==> src/hw/rtl/rsp_pkg.sv <==
`timescale 1ns / 1ps
// ---------------------------------------------------------------------------
// rsp_pkg: shared types and constants for the rectangle subtraction unit
// Coordinate widths, the input and result transaction structs, the
// per-stage pipeline records and the piece kind codes.
// ---------------------------------------------------------------------------
package rsp_pkg;

    localparam int COORD_BITS = 16;
    localparam int SIZE_BITS  = 15;
    localparam int DIM_BITS   = 16;
    localparam int KIND_BITS  = 3;
    localparam int NUM_SLOTS  = 4;
    // Edge sums are held one bit wider than the widest operand.
    localparam int EDGE_BITS  = ((COORD_BITS > DIM_BITS) ? COORD_BITS : DIM_BITS) + 1;

    localparam logic [KIND_BITS-1:0] KIND_WHOLE  = 3'd0;
    localparam logic [KIND_BITS-1:0] KIND_TOP    = 3'd1;
    localparam logic [KIND_BITS-1:0] KIND_BOTTOM = 3'd2;
    localparam logic [KIND_BITS-1:0] KIND_LEFT   = 3'd3;
    localparam logic [KIND_BITS-1:0] KIND_RIGHT  = 3'd4;

    typedef struct packed {
        logic signed [COORD_BITS-1:0] a_x;
        logic signed [COORD_BITS-1:0] a_y;
        logic        [SIZE_BITS-1:0]  a_w;
        logic        [SIZE_BITS-1:0]  a_h;
        logic signed [COORD_BITS-1:0] b_x;
        logic signed [COORD_BITS-1:0] b_y;
        logic        [SIZE_BITS-1:0]  b_w;
        logic        [SIZE_BITS-1:0]  b_h;
    } rects_t;

    typedef struct packed {
        logic signed [COORD_BITS-1:0] piece_x;
        logic signed [COORD_BITS-1:0] piece_y;
        logic        [DIM_BITS-1:0]   piece_w;
        logic        [DIM_BITS-1:0]   piece_h;
        logic        [KIND_BITS-1:0]  piece_kind;
        logic                         last_piece;
        logic                         no_piece;
    } piece_t;

    // Stage one: sign-extended edges of both rectangles.
    typedef struct packed {
        logic signed [EDGE_BITS-1:0] ax;
        logic signed [EDGE_BITS-1:0] ay;
        logic signed [EDGE_BITS-1:0] bx;
        logic signed [EDGE_BITS-1:0] by;
        logic signed [EDGE_BITS-1:0] ar;
        logic signed [EDGE_BITS-1:0] ab;
        logic signed [EDGE_BITS-1:0] br;
        logic signed [EDGE_BITS-1:0] bb;
        logic        [SIZE_BITS-1:0] aw;
        logic        [SIZE_BITS-1:0] ah;
    } edges_t;

    // Stage two: overlap rectangle and which pieces exist.
    typedef struct packed {
        logic signed [EDGE_BITS-1:0] ax;
        logic signed [EDGE_BITS-1:0] ay;
        logic signed [EDGE_BITS-1:0] ar;
        logic signed [EDGE_BITS-1:0] ab;
        logic signed [EDGE_BITS-1:0] l;
        logic signed [EDGE_BITS-1:0] t;
        logic signed [EDGE_BITS-1:0] r;
        logic signed [EDGE_BITS-1:0] bt;
        logic        [SIZE_BITS-1:0] aw;
        logic        [SIZE_BITS-1:0] ah;
        logic                        hit;
        logic                        has_top;
        logic                        has_bottom;
        logic                        has_left;
        logic                        has_right;
    } overlap_t;

    // Stage three: up to four finished pieces and a mask of those to send.
    typedef struct packed {
        piece_t [NUM_SLOTS-1:0] slots;
        logic   [NUM_SLOTS-1:0] mask;
    } job_t;

endpackage

==> src/hw/rtl/rsp_edges.sv <==
`timescale 1ns / 1ps
// ---------------------------------------------------------------------------
// rsp_edges: first pipeline stage
// Sign-extends the coordinates and forms the right and bottom edge sums.
// ---------------------------------------------------------------------------
module rsp_edges
    import rsp_pkg::*;
(
    input  logic   clk,
    input  logic   rst_n,
    input  logic   in_valid,
    output logic   in_ready,
    input  rects_t in_data,
    output logic   out_valid,
    input  logic   out_ready,
    output edges_t out_data
);

    logic   valid_reg;
    edges_t data_reg;
    edges_t data_next;

    assign in_ready  = !valid_reg || out_ready;
    assign out_valid = valid_reg;
    assign out_data  = data_reg;

    always_comb
    begin
        data_next.ax = {{(EDGE_BITS-COORD_BITS){in_data.a_x[COORD_BITS-1]}}, in_data.a_x};
        data_next.ay = {{(EDGE_BITS-COORD_BITS){in_data.a_y[COORD_BITS-1]}}, in_data.a_y};
        data_next.bx = {{(EDGE_BITS-COORD_BITS){in_data.b_x[COORD_BITS-1]}}, in_data.b_x};
        data_next.by = {{(EDGE_BITS-COORD_BITS){in_data.b_y[COORD_BITS-1]}}, in_data.b_y};
        data_next.aw = in_data.a_w;
        data_next.ah = in_data.a_h;
        data_next.ar = data_next.ax + $signed({{(EDGE_BITS-SIZE_BITS){1'b0}}, in_data.a_w});
        data_next.ab = data_next.ay + $signed({{(EDGE_BITS-SIZE_BITS){1'b0}}, in_data.a_h});
        data_next.br = data_next.bx + $signed({{(EDGE_BITS-SIZE_BITS){1'b0}}, in_data.b_w});
        data_next.bb = data_next.by + $signed({{(EDGE_BITS-SIZE_BITS){1'b0}}, in_data.b_h});
    end

    always_ff @(posedge clk or negedge rst_n)
    begin
        if (!rst_n)
        begin
            valid_reg <= 1'b0;
        end
        else if (in_ready)
        begin
            valid_reg <= in_valid;
        end
    end

    always_ff @(posedge clk)
    begin
        if (in_ready && in_valid)
        begin
            data_reg <= data_next;
        end
    end

endmodule

==> src/hw/rtl/rsp_overlap.sv <==
`timescale 1ns / 1ps
// ---------------------------------------------------------------------------
// rsp_overlap: second pipeline stage
// Finds the overlap edges by max and min and decides which pieces exist.
// ---------------------------------------------------------------------------
module rsp_overlap
    import rsp_pkg::*;
(
    input  logic     clk,
    input  logic     rst_n,
    input  logic     in_valid,
    output logic     in_ready,
    input  edges_t   in_data,
    output logic     out_valid,
    input  logic     out_ready,
    output overlap_t out_data
);

    logic     valid_reg;
    overlap_t data_reg;
    overlap_t data_next;

    assign in_ready  = !valid_reg || out_ready;
    assign out_valid = valid_reg;
    assign out_data  = data_reg;

    always_comb
    begin
        data_next.ax = in_data.ax;
        data_next.ay = in_data.ay;
        data_next.ar = in_data.ar;
        data_next.ab = in_data.ab;
        data_next.aw = in_data.aw;
        data_next.ah = in_data.ah;
        data_next.l  = (in_data.ax > in_data.bx) ? in_data.ax : in_data.bx;
        data_next.t  = (in_data.ay > in_data.by) ? in_data.ay : in_data.by;
        data_next.r  = (in_data.ar < in_data.br) ? in_data.ar : in_data.br;
        data_next.bt = (in_data.ab < in_data.bb) ? in_data.ab : in_data.bb;
        data_next.hit = (data_next.l < data_next.r) && (data_next.t < data_next.bt);
        // Each piece exists exactly when B's edge lies strictly inside A's.
        data_next.has_top    = in_data.by > in_data.ay;
        data_next.has_bottom = in_data.bb < in_data.ab;
        data_next.has_left   = in_data.bx > in_data.ax;
        data_next.has_right  = in_data.br < in_data.ar;
    end

    always_ff @(posedge clk or negedge rst_n)
    begin
        if (!rst_n)
        begin
            valid_reg <= 1'b0;
        end
        else if (in_ready)
        begin
            valid_reg <= in_valid;
        end
    end

    always_ff @(posedge clk)
    begin
        if (in_ready && in_valid)
        begin
            data_reg <= data_next;
        end
    end

endmodule

==> src/hw/rtl/rsp_pieces.sv <==
`timescale 1ns / 1ps
// ---------------------------------------------------------------------------
// rsp_pieces: third pipeline stage
// Builds the geometry of every candidate piece and the mask of pieces to send.
// ---------------------------------------------------------------------------
module rsp_pieces
    import rsp_pkg::*;
(
    input  logic     clk,
    input  logic     rst_n,
    input  logic     in_valid,
    output logic     in_ready,
    input  overlap_t in_data,
    output logic     out_valid,
    input  logic     out_ready,
    output job_t     out_data
);

    logic valid_reg;
    job_t data_reg;
    job_t data_next;

    logic signed [EDGE_BITS-1:0] top_h;
    logic signed [EDGE_BITS-1:0] bottom_h;
    logic signed [EDGE_BITS-1:0] left_w;
    logic signed [EDGE_BITS-1:0] right_w;
    logic signed [EDGE_BITS-1:0] mid_h;
    logic        [NUM_SLOTS-1:0] exist;

    assign in_ready  = !valid_reg || out_ready;
    assign out_valid = valid_reg;
    assign out_data  = data_reg;

    always_comb
    begin
        top_h    = in_data.t - in_data.ay;
        bottom_h = in_data.ab - in_data.bt;
        left_w   = in_data.l - in_data.ax;
        right_w  = in_data.ar - in_data.r;
        mid_h    = in_data.bt - in_data.t;
        exist    = {in_data.has_right, in_data.has_left, in_data.has_bottom, in_data.has_top};

        data_next.slots[0] = '{in_data.ax[COORD_BITS-1:0], in_data.ay[COORD_BITS-1:0],
                               {1'b0, in_data.aw}, top_h[DIM_BITS-1:0],
                               KIND_TOP, 1'b0, 1'b0};
        data_next.slots[1] = '{in_data.ax[COORD_BITS-1:0], in_data.bt[COORD_BITS-1:0],
                               {1'b0, in_data.aw}, bottom_h[DIM_BITS-1:0],
                               KIND_BOTTOM, 1'b0, 1'b0};
        data_next.slots[2] = '{in_data.ax[COORD_BITS-1:0], in_data.t[COORD_BITS-1:0],
                               left_w[DIM_BITS-1:0], mid_h[DIM_BITS-1:0],
                               KIND_LEFT, 1'b0, 1'b0};
        data_next.slots[3] = '{in_data.r[COORD_BITS-1:0], in_data.t[COORD_BITS-1:0],
                               right_w[DIM_BITS-1:0], mid_h[DIM_BITS-1:0],
                               KIND_RIGHT, 1'b0, 1'b0};
        data_next.mask = exist;

        if (!in_data.hit)
        begin
            // No overlap: A goes out whole.
            data_next.slots[0] = '{in_data.ax[COORD_BITS-1:0], in_data.ay[COORD_BITS-1:0],
                                   {1'b0, in_data.aw}, {1'b0, in_data.ah},
                                   KIND_WHOLE, 1'b0, 1'b0};
            data_next.mask = {{(NUM_SLOTS-1){1'b0}}, 1'b1};
        end
        else if (exist == '0)
        begin
            // B covers A: a single empty marker closes the transaction.
            data_next.slots[0] = '{'0, '0, '0, '0, KIND_WHOLE, 1'b0, 1'b1};
            data_next.mask = {{(NUM_SLOTS-1){1'b0}}, 1'b1};
        end
    end

    always_ff @(posedge clk or negedge rst_n)
    begin
        if (!rst_n)
        begin
            valid_reg <= 1'b0;
        end
        else if (in_ready)
        begin
            valid_reg <= in_valid;
        end
    end

    always_ff @(posedge clk)
    begin
        if (in_ready && in_valid)
        begin
            data_reg <= data_next;
        end
    end

endmodule

==> src/hw/rtl/rsp_emit.sv <==
`timescale 1ns / 1ps
// ---------------------------------------------------------------------------
// rsp_emit: result serializer
// Holds one job and sends its pieces one per cycle through an output register.
// ---------------------------------------------------------------------------
module rsp_emit
    import rsp_pkg::*;
(
    input  logic   clk,
    input  logic   rst_n,
    input  logic   in_valid,
    output logic   in_ready,
    input  job_t   in_data,
    output logic   piece_strobe,
    output piece_t piece
);

    piece_t [NUM_SLOTS-1:0] slots_reg;
    logic   [NUM_SLOTS-1:0] mask_reg;
    logic   [NUM_SLOTS-1:0] mask_rem;
    logic                   strobe_reg;
    piece_t                 piece_reg;
    piece_t                 piece_next;

    // Clearing the lowest set bit leaves the pieces still to go.
    assign mask_rem     = mask_reg & (mask_reg - {{(NUM_SLOTS-1){1'b0}}, 1'b1});
    assign in_ready     = (mask_rem == '0);
    assign piece_strobe = strobe_reg;
    assign piece        = piece_reg;

    always_comb
    begin
        if (mask_reg[0])
        begin
            piece_next = slots_reg[0];
        end
        else if (mask_reg[1])
        begin
            piece_next = slots_reg[1];
        end
        else if (mask_reg[2])
        begin
            piece_next = slots_reg[2];
        end
        else
        begin
            piece_next = slots_reg[3];
        end
        piece_next.last_piece = (mask_rem == '0);
    end

    always_ff @(posedge clk or negedge rst_n)
    begin
        if (!rst_n)
        begin
            mask_reg   <= '0;
            strobe_reg <= 1'b0;
        end
        else
        begin
            strobe_reg <= (mask_reg != '0);
            if (in_ready && in_valid)
            begin
                mask_reg <= in_data.mask;
            end
            else
            begin
                mask_reg <= mask_rem;
            end
        end
    end

    always_ff @(posedge clk)
    begin
        if (in_ready && in_valid)
        begin
            slots_reg <= in_data.slots;
        end
        piece_reg <= piece_next;
    end

endmodule

==> src/hw/rtl/rect_subtract_pieces_unit.sv <==
`timescale 1ns / 1ps
// ---------------------------------------------------------------------------
// rect_subtract_pieces_unit: subtracts rectangle B from rectangle A
// Lists the parts of A outside B as up to four pieces per transaction.
// ---------------------------------------------------------------------------
// Usage. A transaction is offered on rects with start high; it is taken at
// a rising clock edge where start is high and busy is low. Each result
// piece appears on piece for exactly one cycle with piece_strobe high, and
// the receiver must take it in that cycle; it cannot stall the block.
// The pieces of one transaction leave in order top, bottom, left, right
// (only those that exist), or as one whole-A piece when there is no
// overlap, or as one empty marker (no_piece) when B covers A. The final
// piece of each transaction has last_piece set.
// The accepting edge loads the edge sums into the first stage register;
// the overlap min/max and compares, the piece geometry, the serializer
// load and the output register that drives piece_strobe follow in order.
// The serializer sends one piece per cycle and loads the next job while
// it sends the final piece of the current one, so a new transaction is
// accepted every cycle while each yields a single piece; transactions of
// several pieces hold it longer. busy rises when the pipeline is full
// behind a serializer that still has pieces to send.
// Reset empties all pipeline stages and the serializer; no strobe follows.
// ---------------------------------------------------------------------------
module rect_subtract_pieces_unit
    import rsp_pkg::*;
(
    input  logic   clk,
    input  logic   rst_n,
    input  logic   start,
    output logic   busy,
    input  rects_t rects,
    output logic   piece_strobe,
    output piece_t piece
);

    logic     edges_ready;
    logic     edges_valid;
    edges_t   edges_data;
    logic     overlap_ready;
    logic     overlap_valid;
    overlap_t overlap_data;
    logic     pieces_ready;
    logic     pieces_valid;
    job_t     pieces_data;
    logic     emit_ready;

    // busy follows only the stage-one hold condition, never start itself.
    assign busy = !edges_ready;

    rsp_edges u_edges (
        .clk       (clk),
        .rst_n     (rst_n),
        .in_valid  (start),
        .in_ready  (edges_ready),
        .in_data   (rects),
        .out_valid (edges_valid),
        .out_ready (overlap_ready),
        .out_data  (edges_data)
    );

    rsp_overlap u_overlap (
        .clk       (clk),
        .rst_n     (rst_n),
        .in_valid  (edges_valid),
        .in_ready  (overlap_ready),
        .in_data   (edges_data),
        .out_valid (overlap_valid),
        .out_ready (pieces_ready),
        .out_data  (overlap_data)
    );

    rsp_pieces u_pieces (
        .clk       (clk),
        .rst_n     (rst_n),
        .in_valid  (overlap_valid),
        .in_ready  (pieces_ready),
        .in_data   (overlap_data),
        .out_valid (pieces_valid),
        .out_ready (emit_ready),
        .out_data  (pieces_data)
    );

    rsp_emit u_emit (
        .clk          (clk),
        .rst_n        (rst_n),
        .in_valid     (pieces_valid),
        .in_ready     (emit_ready),
        .in_data      (pieces_data),
        .piece_strobe (piece_strobe),
        .piece        (piece)
    );

`ifndef SYNTHESIS
    // The block can only hold off new work when stage one is occupied.
    assert property (@(posedge clk) disable iff (!rst_n)
        !edges_valid |-> !busy)
        else $error("busy raised with an empty first stage");

    // Pieces of one transaction leave back to back up to the last one.
    assert property (@(posedge clk) disable iff (!rst_n)
        (piece_strobe && !piece.last_piece) |=> piece_strobe)
        else $error("gap inside a transaction's pieces");

    // The empty marker stands alone and carries no geometry.
    assert property (@(posedge clk) disable iff (!rst_n)
        (piece_strobe && piece.no_piece) |->
        (piece.last_piece && piece.piece_w == '0 && piece.piece_h == '0
         && piece.piece_kind == KIND_WHOLE))
        else $error("malformed empty marker");

    // A whole-A piece is always the only piece of its transaction.
    assert property (@(posedge clk) disable iff (!rst_n)
        (piece_strobe && piece.piece_kind == KIND_WHOLE) |-> piece.last_piece)
        else $error("whole piece not flagged last");

    // Kind codes beyond the right piece are never produced.
    assert property (@(posedge clk) disable iff (!rst_n)
        piece_strobe |-> (piece.piece_kind <= KIND_RIGHT))
        else $error("unknown piece kind");
`endif

endmodule

==> config.mk <==
export PLATFORM = sky130hd
export DESIGN_NAME = rect_subtract_pieces_unit
export DESIGN_NICKNAME = d
export VERILOG_FILES = /design/src/hw/rtl/rsp_pkg.sv /design/src/hw/rtl/rsp_edges.sv /design/src/hw/rtl/rsp_overlap.sv /design/src/hw/rtl/rsp_pieces.sv /design/src/hw/rtl/rsp_emit.sv /design/src/hw/rtl/rect_subtract_pieces_unit.sv
export SDC_FILE = /design/constraint.sdc
export NUM_CORES = 1
export LEC_CHECK = 0
export BUFFER_PORTS_ARGS = -buffer_cell sky130_fd_sc_hd__buf_2
export CORE_MARGIN = 2
export CORE_UTILIZATION = 35
export CTS_CLUSTER_SIZE = 16
export DETAILED_ROUTE_END_ITERATION = 12
export HOLD_SLACK_MARGIN = 0.15
export SYNTH_ARGS = -nofsm -noshare
export SYNTH_HDL_FRONTEND = slang
export SYNTH_SLANG_ARGS = --single-unit
==> constraint.sdc <==
create_clock -name clk -period 14.6 [get_ports clk]
set_clock_uncertainty 0.1 [all_clocks]
set_input_delay 2.92 -clock clk [delete_from_list [all_inputs] [get_ports clk]]
set_output_delay 2.92 -clock clk [all_outputs]
set_load 0.05 [all_outputs]
# Word-level counts from Yosys, hierarchy flattened
# Cells that the tools add are included.
totals:
  regBits: 830
  elab_cells: 120
op_classes:
  add_sub_neg: 10
  n_lt_le_gt_ge: 10
  mux: 10
  bitwise_logic: 2
  reduce_logical: 16
ops:
  columns: ["cell", "count"]
  rows:
  - ["two-way mux 69 bit", 3]
  - ["two-way mux 73 bit", 2]
  - ["< comparator 17 bit", 6]
  - ["subtractor 16 bit", 5]
  - ["adder 16 x 16 -> 17 bit", 4]
  - ["two-way mux 17 bit", 4]
  - ["> comparator 16 bit", 4]
  - ["logical NOT 4 bit", 2]
  - ["logical AND 1 bit", 5]
  - ["AND 4 bit", 1]
  - ["logical NOT 1 bit", 4]
  - ["two-way mux 4 bit", 1]
  - ["nonzero test 4 bit", 1]
  - ["subtractor 4 x 1 -> 4 bit (second input constant)", 1]
  - ["logical OR 1 bit", 3]
  - ["OR reduction 2 bit", 1]
  - ["NOT 1 bit", 1]

# Depth between registers and ports, before layout
# Gate-level depths: netlist of run 1.
logic_depth:
  word_depth: 7
  mapped_depth: 20
  ltp_nobuf: 19

# Cells and area by module
# From an unflattened synthesis of run 1, not the netlist that was laid out.
unflattened:
  cells_unflattened: 2853
  area_unflattened_um2: 39850.7
by_module_without_submodules:
  columns: ["mod", "n_inst", "cells_each", "area_per_inst_um2", "seq_area_each_um2"]
  rows:
  - ["rsp_emit", 1, 671, 12104.1, 9674.3]
  - ["rsp_pieces", 1, 1000, 11516.0, 6391.1]
  - ["rsp_overlap", 1, 653, 8560.7, 5159.9]
  - ["rsp_edges", 1, 528, 7666.1, 4889.7]
  - ["rect_subtract_pieces_unit", 1, 1, 3.8, 0.0]

# Worst setup path before layout of run 1
# Ideal clock, no wire load.
synth_path:
  kind: "register to register"
  start: "reg u_emit.mask_reg[0]"
  end: "reg u_emit.mask_reg[1]"
  setup_ps: 122
  arrival_time_ps: 11136
  t_required_ps: 14378
  slack_ps: 3241
  stages_incl_launch_ff: 6
  n_path_buf: 1
  period_less_slack_ps: 11359
  path_cell_list: "dfrtp_1 > clkbuf_1 > maj3_1 > o22a_1 > nor2b_1 > a22o_1"
synth_via:
  elab_chain_cells: 5
synth_lines:
  columns: ["element", "line_no", "source"]
  rows:
  - ["start: declaration", "rsp_emit.sv:19", "logic [NUM_SLOTS-1:0] mask_reg;"]
  - ["start signal: assignment", "rsp_emit.sv:64", "mask_reg <= in_data.mask;"]
  - ["start signal: assignment", "rsp_emit.sv:68", "mask_reg <= mask_rem;"]
  - ["subtractor 4 x 1 -> 4 bit", "rsp_emit.sv:26", "assign mask_rem = mask_reg & (mask_reg - {{(NUM_SLOTS-1){1'b0}}, 1'b1});"]
  - ["AND 4 bit *", "rsp_emit.sv:26", null]
  - ["logical NOT 4 bit", "rsp_emit.sv:27", "assign in_ready = (mask_rem == '0);"]
  - ["logical AND 1 bit", "rsp_emit.sv:62", "if (in_ready && in_valid)"]
  - ["two-way mux 4 bit *", "rsp_emit.sv:62", null]
# Mark *: on every way between the ends. The rest lies on a longest branch, timed or not.
# A chain may end at the register's enable or synchronous reset.

# Worst setup path after layout of run 1
layout_path:
  start: "reg u_emit.mask_reg[0]"
  end: "out busy"
layout_via:
  elab_chain_cells: 7
layout_lines:
  columns: ["element", "line_no", "source"]
  rows:
  - ["subtractor 4 x 1 -> 4 bit", "rsp_emit.sv:26", null]
  - ["AND 4 bit *", "rsp_emit.sv:26", null]
  - ["logical NOT 4 bit *", "rsp_emit.sv:27", null]
  - ["logical OR 1 bit *", "rsp_pieces.sv:30", "assign in_ready = !valid_reg || out_ready;"]
  - ["logical OR 1 bit *", "rsp_overlap.sv:23", "assign in_ready = !valid_reg || out_ready;"]
  - ["logical OR 1 bit *", "rsp_edges.sv:23", "assign in_ready = !valid_reg || out_ready;"]
  - ["logical NOT 1 bit *", "rect_subtract_pieces_unit.sv:48", "assign busy = !edges_ready;"]
  - ["end: declaration", "rect_subtract_pieces_unit.sv:30", "output logic busy,"]
# Marked as above.

==> results.json, run 1 <==
{
  "path_clk_slew_ns": 0.06,
  "cts.repair.resized": 0,
  "p_comb_frac": 0.327,
  "coreArea_mm2": 0.101,
  "rows": 117,
  "grt_pass1_wl_mm": 119,
  "fin_tns_setup_ns": 0,
  "min_from": "u_pieces.out_data[265]",
  "rsz0062_at_grt": "false",
  "cp_max_fo": 61,
  "worst_slack_ns": 8.89,
  "place_inst": 4135,
  "drt-initial-drc-count": 1359,
  "max-vdd-ir-drop_mv": 0.132,
  "vias": 20154,
  "holdPathStages": 0,
  "antenna_found_initial": 1,
  "setup_violations": 0,
  "synthCells": 2598,
  "worst_pin_slew_ns": 1.10,
  "switchingPower_w": 0.00347,
  "min_period_over_period": 0.391,
  "final_util": 0.404,
  "r2r_start": "u_edges.out_data[97]",
  "status": "finished, final reports clean",
  "met2_usage": 0.221,
  "hold_end": "u_emit.slots_reg[261]",
  "gp_congestion": 0.830,
  "clkPwrFrac": 0.218,
  "synth_common_cells": "edfxtp_1, inv_1, ha_1",
  "start_util": 0.351,
  "synth_top_area_share": 0.627,
  "r2r_slack_ns": 9.18,
  "nFillCells": 9404,
  "hold_viol": 0,
  "r2r_cells": 16,
  "worstHoldPathType": "flop to flop",
  "viasPerCell": 4.70,
  "largest_register_ffs": 212,
  "async_reset_ff_frac": 0.00973,
  "cts_buffer_depth": 3,
  "totalWireLength_mm": 79.5,
  "avgSynthCellArea_um2": 13.7,
  "place_ws_ns": 8.61,
  "cts_tree": "done",
  "die_y_um": 323,
  "cts_made_buffers": 83,
  "drive_gt1_frac": 0.136,
  "maxCapViolations": 0,
  "grtUsageMet1": 0.235,
  "die-area_mm2": 0.104,
  "grt_pass1_vias": 19512,
  "post-cts-setup-buffers": 0,
  "yosys-top-cells-area": "edfxtp_1, ha_1, dfxtp_1",
  "required_ns": 11.58,
  "top_usage_layer": "met1",
  "io_buffer_count": 197,
  "p_int_w": 0.00629,
  "fmax_mhz": 175,
  "arrival_ns": 2.69,
  "syn_to_final_growth_pct": 15.1,
  "synth_edf_count": 745,
  "nets": 3221,
  "synth_warnings": 0,
  "placed_cell_area_mm2": 0.0383,
  "synth_cell_types": 73,
  "grt_usage": 0.152,
  "rr_endpoint": "u_overlap.out_data[4]",
  "p_leak_nw": 16.1,
  "die_w_um": 323,
  "drc_errors": 0,
  "seq_power_share": 0.456,
  "end_kind": "output port",
  "ant_nets": 0,
  "slew_headroom": 0.267,
  "synth_seq_cells": 822,
  "io_pins": 198,
  "start_kind": "flop",
  "cts.sinks": 822,
  "fin_cells": 4288,
  "fin_crit_ns": 5.71,
  "grt-ovfl-total": 0,
  "path_class": "flop to output port",
  "grt_max_degree": 86,
  "h-tree-depth": 3,
  "slew_viol_final": 0,
  "yosysMostFrequentCell": "edfxtp_1",
  "clk_latency_ns": 0.64,
  "met3_usage": 0.0218,
  "wl_per_cell_um": 18.5,
  "syn_area_mm2": 0.0357,
  "drt_pass1_iterations": 5,
  "swShare": 0.356,
  "yosysSeqAreaShare": 0.672,
  "finalInstanceArea_mm2": 0.0410,
  "hpwl_mm": 59.6,
  "cts_root_buffer": "clkbuf_16",
  "synth_nets": 2967,
  "synth_largest_area_cell": "edfxtp_1",
  "hold_buffers": 0,
  "p_per_area_mw_per_mm2": 238,
  "synth-main-ff-cell": "edfxtp_1"
}
worst max-delay path, cell delays in order (launching register included):
cell	delay (ns)
dfrtp_4	0.71
maj3_1	0.42
o22a_1	0.28
and2_1	0.20
nand3_1	0.13
inv_1	0.09
buf_2	0.22
metrics by stage:
stage	hold slack [ns]	power (W)
after floorplan	0.300	0.00685
after global placement	0.300	0.00766
after detailed placement	0.305	0.00772
after CTS	0.313	0.00987
after global routing	0.309	0.0104
final	0.306	0.00976
layout by cell type, fill, tap and decap left out, types with 25 or more instances in the layout:
cell type | Yosys | layout
xnor2_1 | 91 | 91
o21ai_0 | 148 | 148
a21oi_1 | 99 | 99
nor2_1 | 195 | 194
buf_2 | 6 | 197
clkbuf_16 | 0 | 83
dfxtp_1 | 69 | 69
ha_1 | 233 | 233
inv_1 | 241 | 241
nor3_1 | 45 | 45
nor2b_1 | 26 | 25
nand3_1 | 48 | 48
and2_1 | 35 | 32
mux2i_1 | 74 | 73
edfxtp_1 | 745 | 745
nand2_1 | 168 | 168
o21a_1 | 33 | 33
per-layer routing:
metal / vias to the layer above / share of wire / wire length, µm
met5: - / 0.00014 / 11
met2: 412 / 0.42 / 33400
met3: 94 / 0.046 / 3630
li1: 10023 / - / -
met4: 2 / 0.018 / 1440
met1: 9623 / 0.52 / 41000
kinds of logic (layout without fill, tap and decap cells):
logic type,after synthesis,after routing,share of synthesized area
AND/OR/NAND/NOR,597,597,0.0773
other,0,1,0
AO/OA/AOI/OAI,451,451,0.0811
multiplexers,87,87,0.0255
XOR/XNOR,103,103,0.0253
flip-flops,822,822,0.672
adder cells (fa/ha/maj),243,243,0.0871
buffers and inverters,295,616,0.0319
power groups by stage:
stage | Clock, W | Sequential (W) | Combinational, W
3_5_place_dp | 0 | 0.00451 | 0.00322
4_1_cts | 0.00218 | 0.00446 | 0.00323
3_3_place_gp | 0 | 0.00447 | 0.00319
5_1_grt | 0.00226 | 0.00456 | 0.00354
2_1_floorplan | 0 | 0.00489 | 0.00197
6_report | 0.00212 | 0.00445 | 0.00319
area by class of cell:
| class | count | area, µm² | share of cell area |
|---|---|---|---|
| clock inverters | 53 | 532 | 0.0130 |
| repair buffers | 215 | 1120 | 0.0273 |
| clock buffers | 99 | 2190 | 0.0533 |
| flip-flops and latches | 822 | 24000 | 0.584 |
| multi-input cells | 1481 | 10600 | 0.258 |
| inverters | 249 | 935 | 0.0228 |
| diodes | 1 | 2.50 | 0.0000610 |
| well taps | 1368 | 1710 | 0.0417 |
worst max path at each step:
stage	start	to	cells past startpoint
global route	u_emit.mask_reg[0]	busy	6
detailed placement	rects[77]	u_edges.out_data[95]	12
CTS	u_emit.mask_reg[0]	busy	6
global placement	rects[77]	u_edges.out_data[95]	12
finish	u_emit.mask_reg[0]	busy	6
floorplan	u_emit.mask_reg[0]	u_emit.mask_reg[1]	5
Power figures use the tool's default switching activity.
==> run 2, diff against run 1 <==
--- a/config.mk
+++ b/config.mk
@@ -5,6 +5,7 @@
 export SDC_FILE = /design/constraint.sdc
 export NUM_CORES = 1
 export LEC_CHECK = 0
+export ABC_AREA = 1
 export BUFFER_PORTS_ARGS = -buffer_cell sky130_fd_sc_hd__buf_2
 export CORE_MARGIN = 2
 export CORE_UTILIZATION = 35
==> constraint.sdc (replaced) <==
create_clock -name clk -period 5.5 [get_ports clk]
set_clock_uncertainty 0.1 [all_clocks]
set_input_delay 1.1 -clock clk [delete_from_list [all_inputs] [get_ports clk]]
set_output_delay 1.1 -clock clk [all_outputs]
set_load 0.05 [all_outputs]
==> run 2 against run 1 <==
  * Global-route usage increased by 0.70 points
  * Via count is 3.2% higher
  * Core utilization up 0.076 points
  * Hold slack lost 0.11 ns
  * Register-to-register slack got worse by 7.9 ns
  * Count of clock-buffer cells in the layout up 6
  * Final cell count is 6.1% higher
  * Critical path depth is 5 higher
  * Synthesized cell count up 9.9%
  * Non-clock buffer count rose by 3
  * Highest routed layer unchanged
==> results.json, run 2 <==
{
  "status": "finished, final reports clean",
  "synth_top_area_share": 0.628,
  "start_util": 0.352,
  "hold_slack_ns": 0.197,
  "min_period_over_period": 0.771,
  "gp_congestion": 0.862,
  "path_class": "flop to output port",
  "synth_warnings": 0,
  "synth_edf_count": 745,
  "h-tree-depth": 3,
  "drive_gt1_frac": 0.134,
  "synth-compound-area-share": 0.0746,
  "nets": 3482,
  "die_w_um": 323,
  "vias": 20801,
  "io_pins": 198,
  "cts.sinks": 822,
  "synth_largest_area_cell": "edfxtp_1",
  "totalWireLength_mm": 82.4,
  "grt-ovfl-total": 0,
  "grt_usage": 0.159,
  "hold_viol": 0,
  "syn_area_mm2": 0.0356,
  "cp_max_fo": 32,
  "clk_latency_ns": 0.63,
  "yosysSeqAreaShare": 0.673,
  "drt-initial-drc-count": 1525,
  "cts_root_buffer": "clkbuf_16",
  "arrival_ns": 3.04,
  "grt_pass1_wl_mm": 124,
  "fin_crit_ns": 4.24,
  "end_kind": "output port",
  "fmax_mhz": 236,
  "coreArea_mm2": 0.101,
  "cts_buffer_depth": 3,
  "yosys-top-cells-area": "edfxtp_1, ha_1, nand2_1",
  "synth_cell_types": 51,
  "path_clk_slew_ns": 0.06,
  "max-vdd-ir-drop_mv": 0.483,
  "cts_made_buffers": 82,
  "drc_errors": 0,
  "die-area_mm2": 0.104,
  "synth_common_cells": "edfxtp_1, nand2_1, inv_1",
  "fin_tns_setup_ns": 0,
  "synth_adder_area_share": 0.0869,
  "syn_to_final_growth_pct": 15.3,
  "die_y_um": 323,
  "synth-main-ff-cell": "edfxtp_1",
  "worst_pin_slew_ns": 0.997,
  "worst_slack_ns": 1.26,
  "synth-simple-area-share": 0.0878,
  "hold_buffers": 0,
  "synth-xor-area-share": 0.0295,
  "final_common_cell": "edfxtp_1",
  "start_kind": "flop",
  "drt_pass1_iterations": 5,
  "grt_max_degree": 134,
  "r2r_start": "u_edges.out_data[164]",
  "maxCapViolations": 0,
  "synth_top_family_by_area": "simple AND/OR/NAND/NOR gates",
  "hpwl_mm": 61.4,
  "synthCells": 2855,
  "p_per_area_mw_per_mm2": 675,
  "antenna_found_initial": 18,
  "ant_nets": 0,
  "setup_violations": 0,
  "r2r_slack_ns": 1.32,
  "worstHoldPathType": "input port to asynchronous set/reset pin",
  "rr_endpoint": "u_overlap.out_data[4]",
  "async_reset_ff_frac": 0.00973,
  "viasPerCell": 4.57,
  "r2r_cells": 21,
  "place_ws_ns": 1.25,
  "avgSynthCellArea_um2": 12.5,
  "final_cell_mix": "edfxtp_1, nand2_1, inv_1, a21oi_1, ha_1",
  "p_leak_nw": 17.2,
  "rsz0062_at_grt": "false",
  "synth_seq_cells": 822,
  "synthMuxAreaShare": 0,
  "cts_tree": "done",
  "post-cts-setup-buffers": 0,
  "cts.repair.resized": 0,
  "wl_per_cell_um": 18.1,
  "slew_headroom": 0.335,
  "io_buffer_count": 197,
  "grt_pass1_vias": 20184,
  "yosysMostFrequentCell": "edfxtp_1",
  "setup.worst_path.start": "u_emit.mask_reg[0]",
  "required_ns": 4.30,
  "slew_viol_final": 0,
  "synth_nets": 3224,
  "cp-endpoint": "busy",
  "rows": 117,
  "largest_register_ffs": 212
}
run 2: changes by cell type after synthesis, sizes merged, moves of 34 or more:
cell   change
nand2    +322
o21ai     -36
nand3     +34
a21oi    +171
and2      -34
xnor2     -50
inv      +159
xor2      +67
mux2i     -82
nor2      -56
run 2: per-layer routing:
layer  GRT usage  up-vias  share of wire
met2       0.228      385           0.42
met3      0.0324      131          0.051
li1            -    10415              -
met4      0.0422       28          0.021
met1       0.243     9842           0.51
met5           0        -         0.0022
run 2: stage by stage:
step                      instance area [µm²]  std cells  utilization  power, W
after floorplan                         35600       2855            -    0.0190
after global placement                  38300       4397        0.378    0.0222
after CTS                               41000       4547        0.405    0.0280
final                                   41100       4551        0.405    0.0277
after global routing                    41100       4551        0.405    0.0296
after detailed placement                38300       4397        0.378    0.0223
run 2: layout make-up:
| cell class | instances | area, µm² |
|---|---|---|
| Fill cell | 9649 | 60300 |
| Sequential cell | 822 | 24000 |
| Multi-Input combinational cell | 1581 | 9950 |
| Clock buffer | 105 | 2210 |
| Tap cell | 1368 | 1710 |
| Inverter | 408 | 1540 |
| Timing Repair Buffer | 218 | 1180 |
| Clock inverter | 45 | 497 |
| Antenna cell | 4 | 10.0 |
run 2: where the power goes:
group / leakage [nW] / switching, W / total (W) / internal (W)
sequential: 7.89 / 0.00125 / 0.0124 / 0.0111
clock: 1.32 / 0.00233 / 0.00561 / 0.00328
combinational: 7.99 / 0.00697 / 0.00973 / 0.00276
run 2: worst max-delay path, stage by stage, from the launching register on:
cell	delay, ns
dfrtp_2	0.90
nor2_1	0.11
nor2_1	0.11
inv_1	0.06
nand3_1	0.17
inv_2	0.06
nor2_1	0.22
inv_1	0.09
nor2_1	0.12
inv_2	0.05
nor2_1	0.16
buf_2	0.35
run 2: logic make-up after synthesis:
logic type,after synthesis
flops,822
buf+inv,452
xor+xnor,120
compound gates,466
fa+ha+maj,242
simple gates,753
run 2: worst min path at each step:
| stage | cells after the start | endpoint |
|---|---|---|
| 6_report | 1 | u_emit.mask_reg[2] |
| 3_5_place_dp | 0 | u_emit.slots_reg[114] |
| 5_1_grt | 1 | u_emit.mask_reg[3] |
| 3_3_place_gp | 0 | u_emit.slots_reg[68] |
| 2_1_floorplan | 0 | u_emit.slots_reg[0] |
| 4_1_cts | 1 | u_overlap.out_valid |
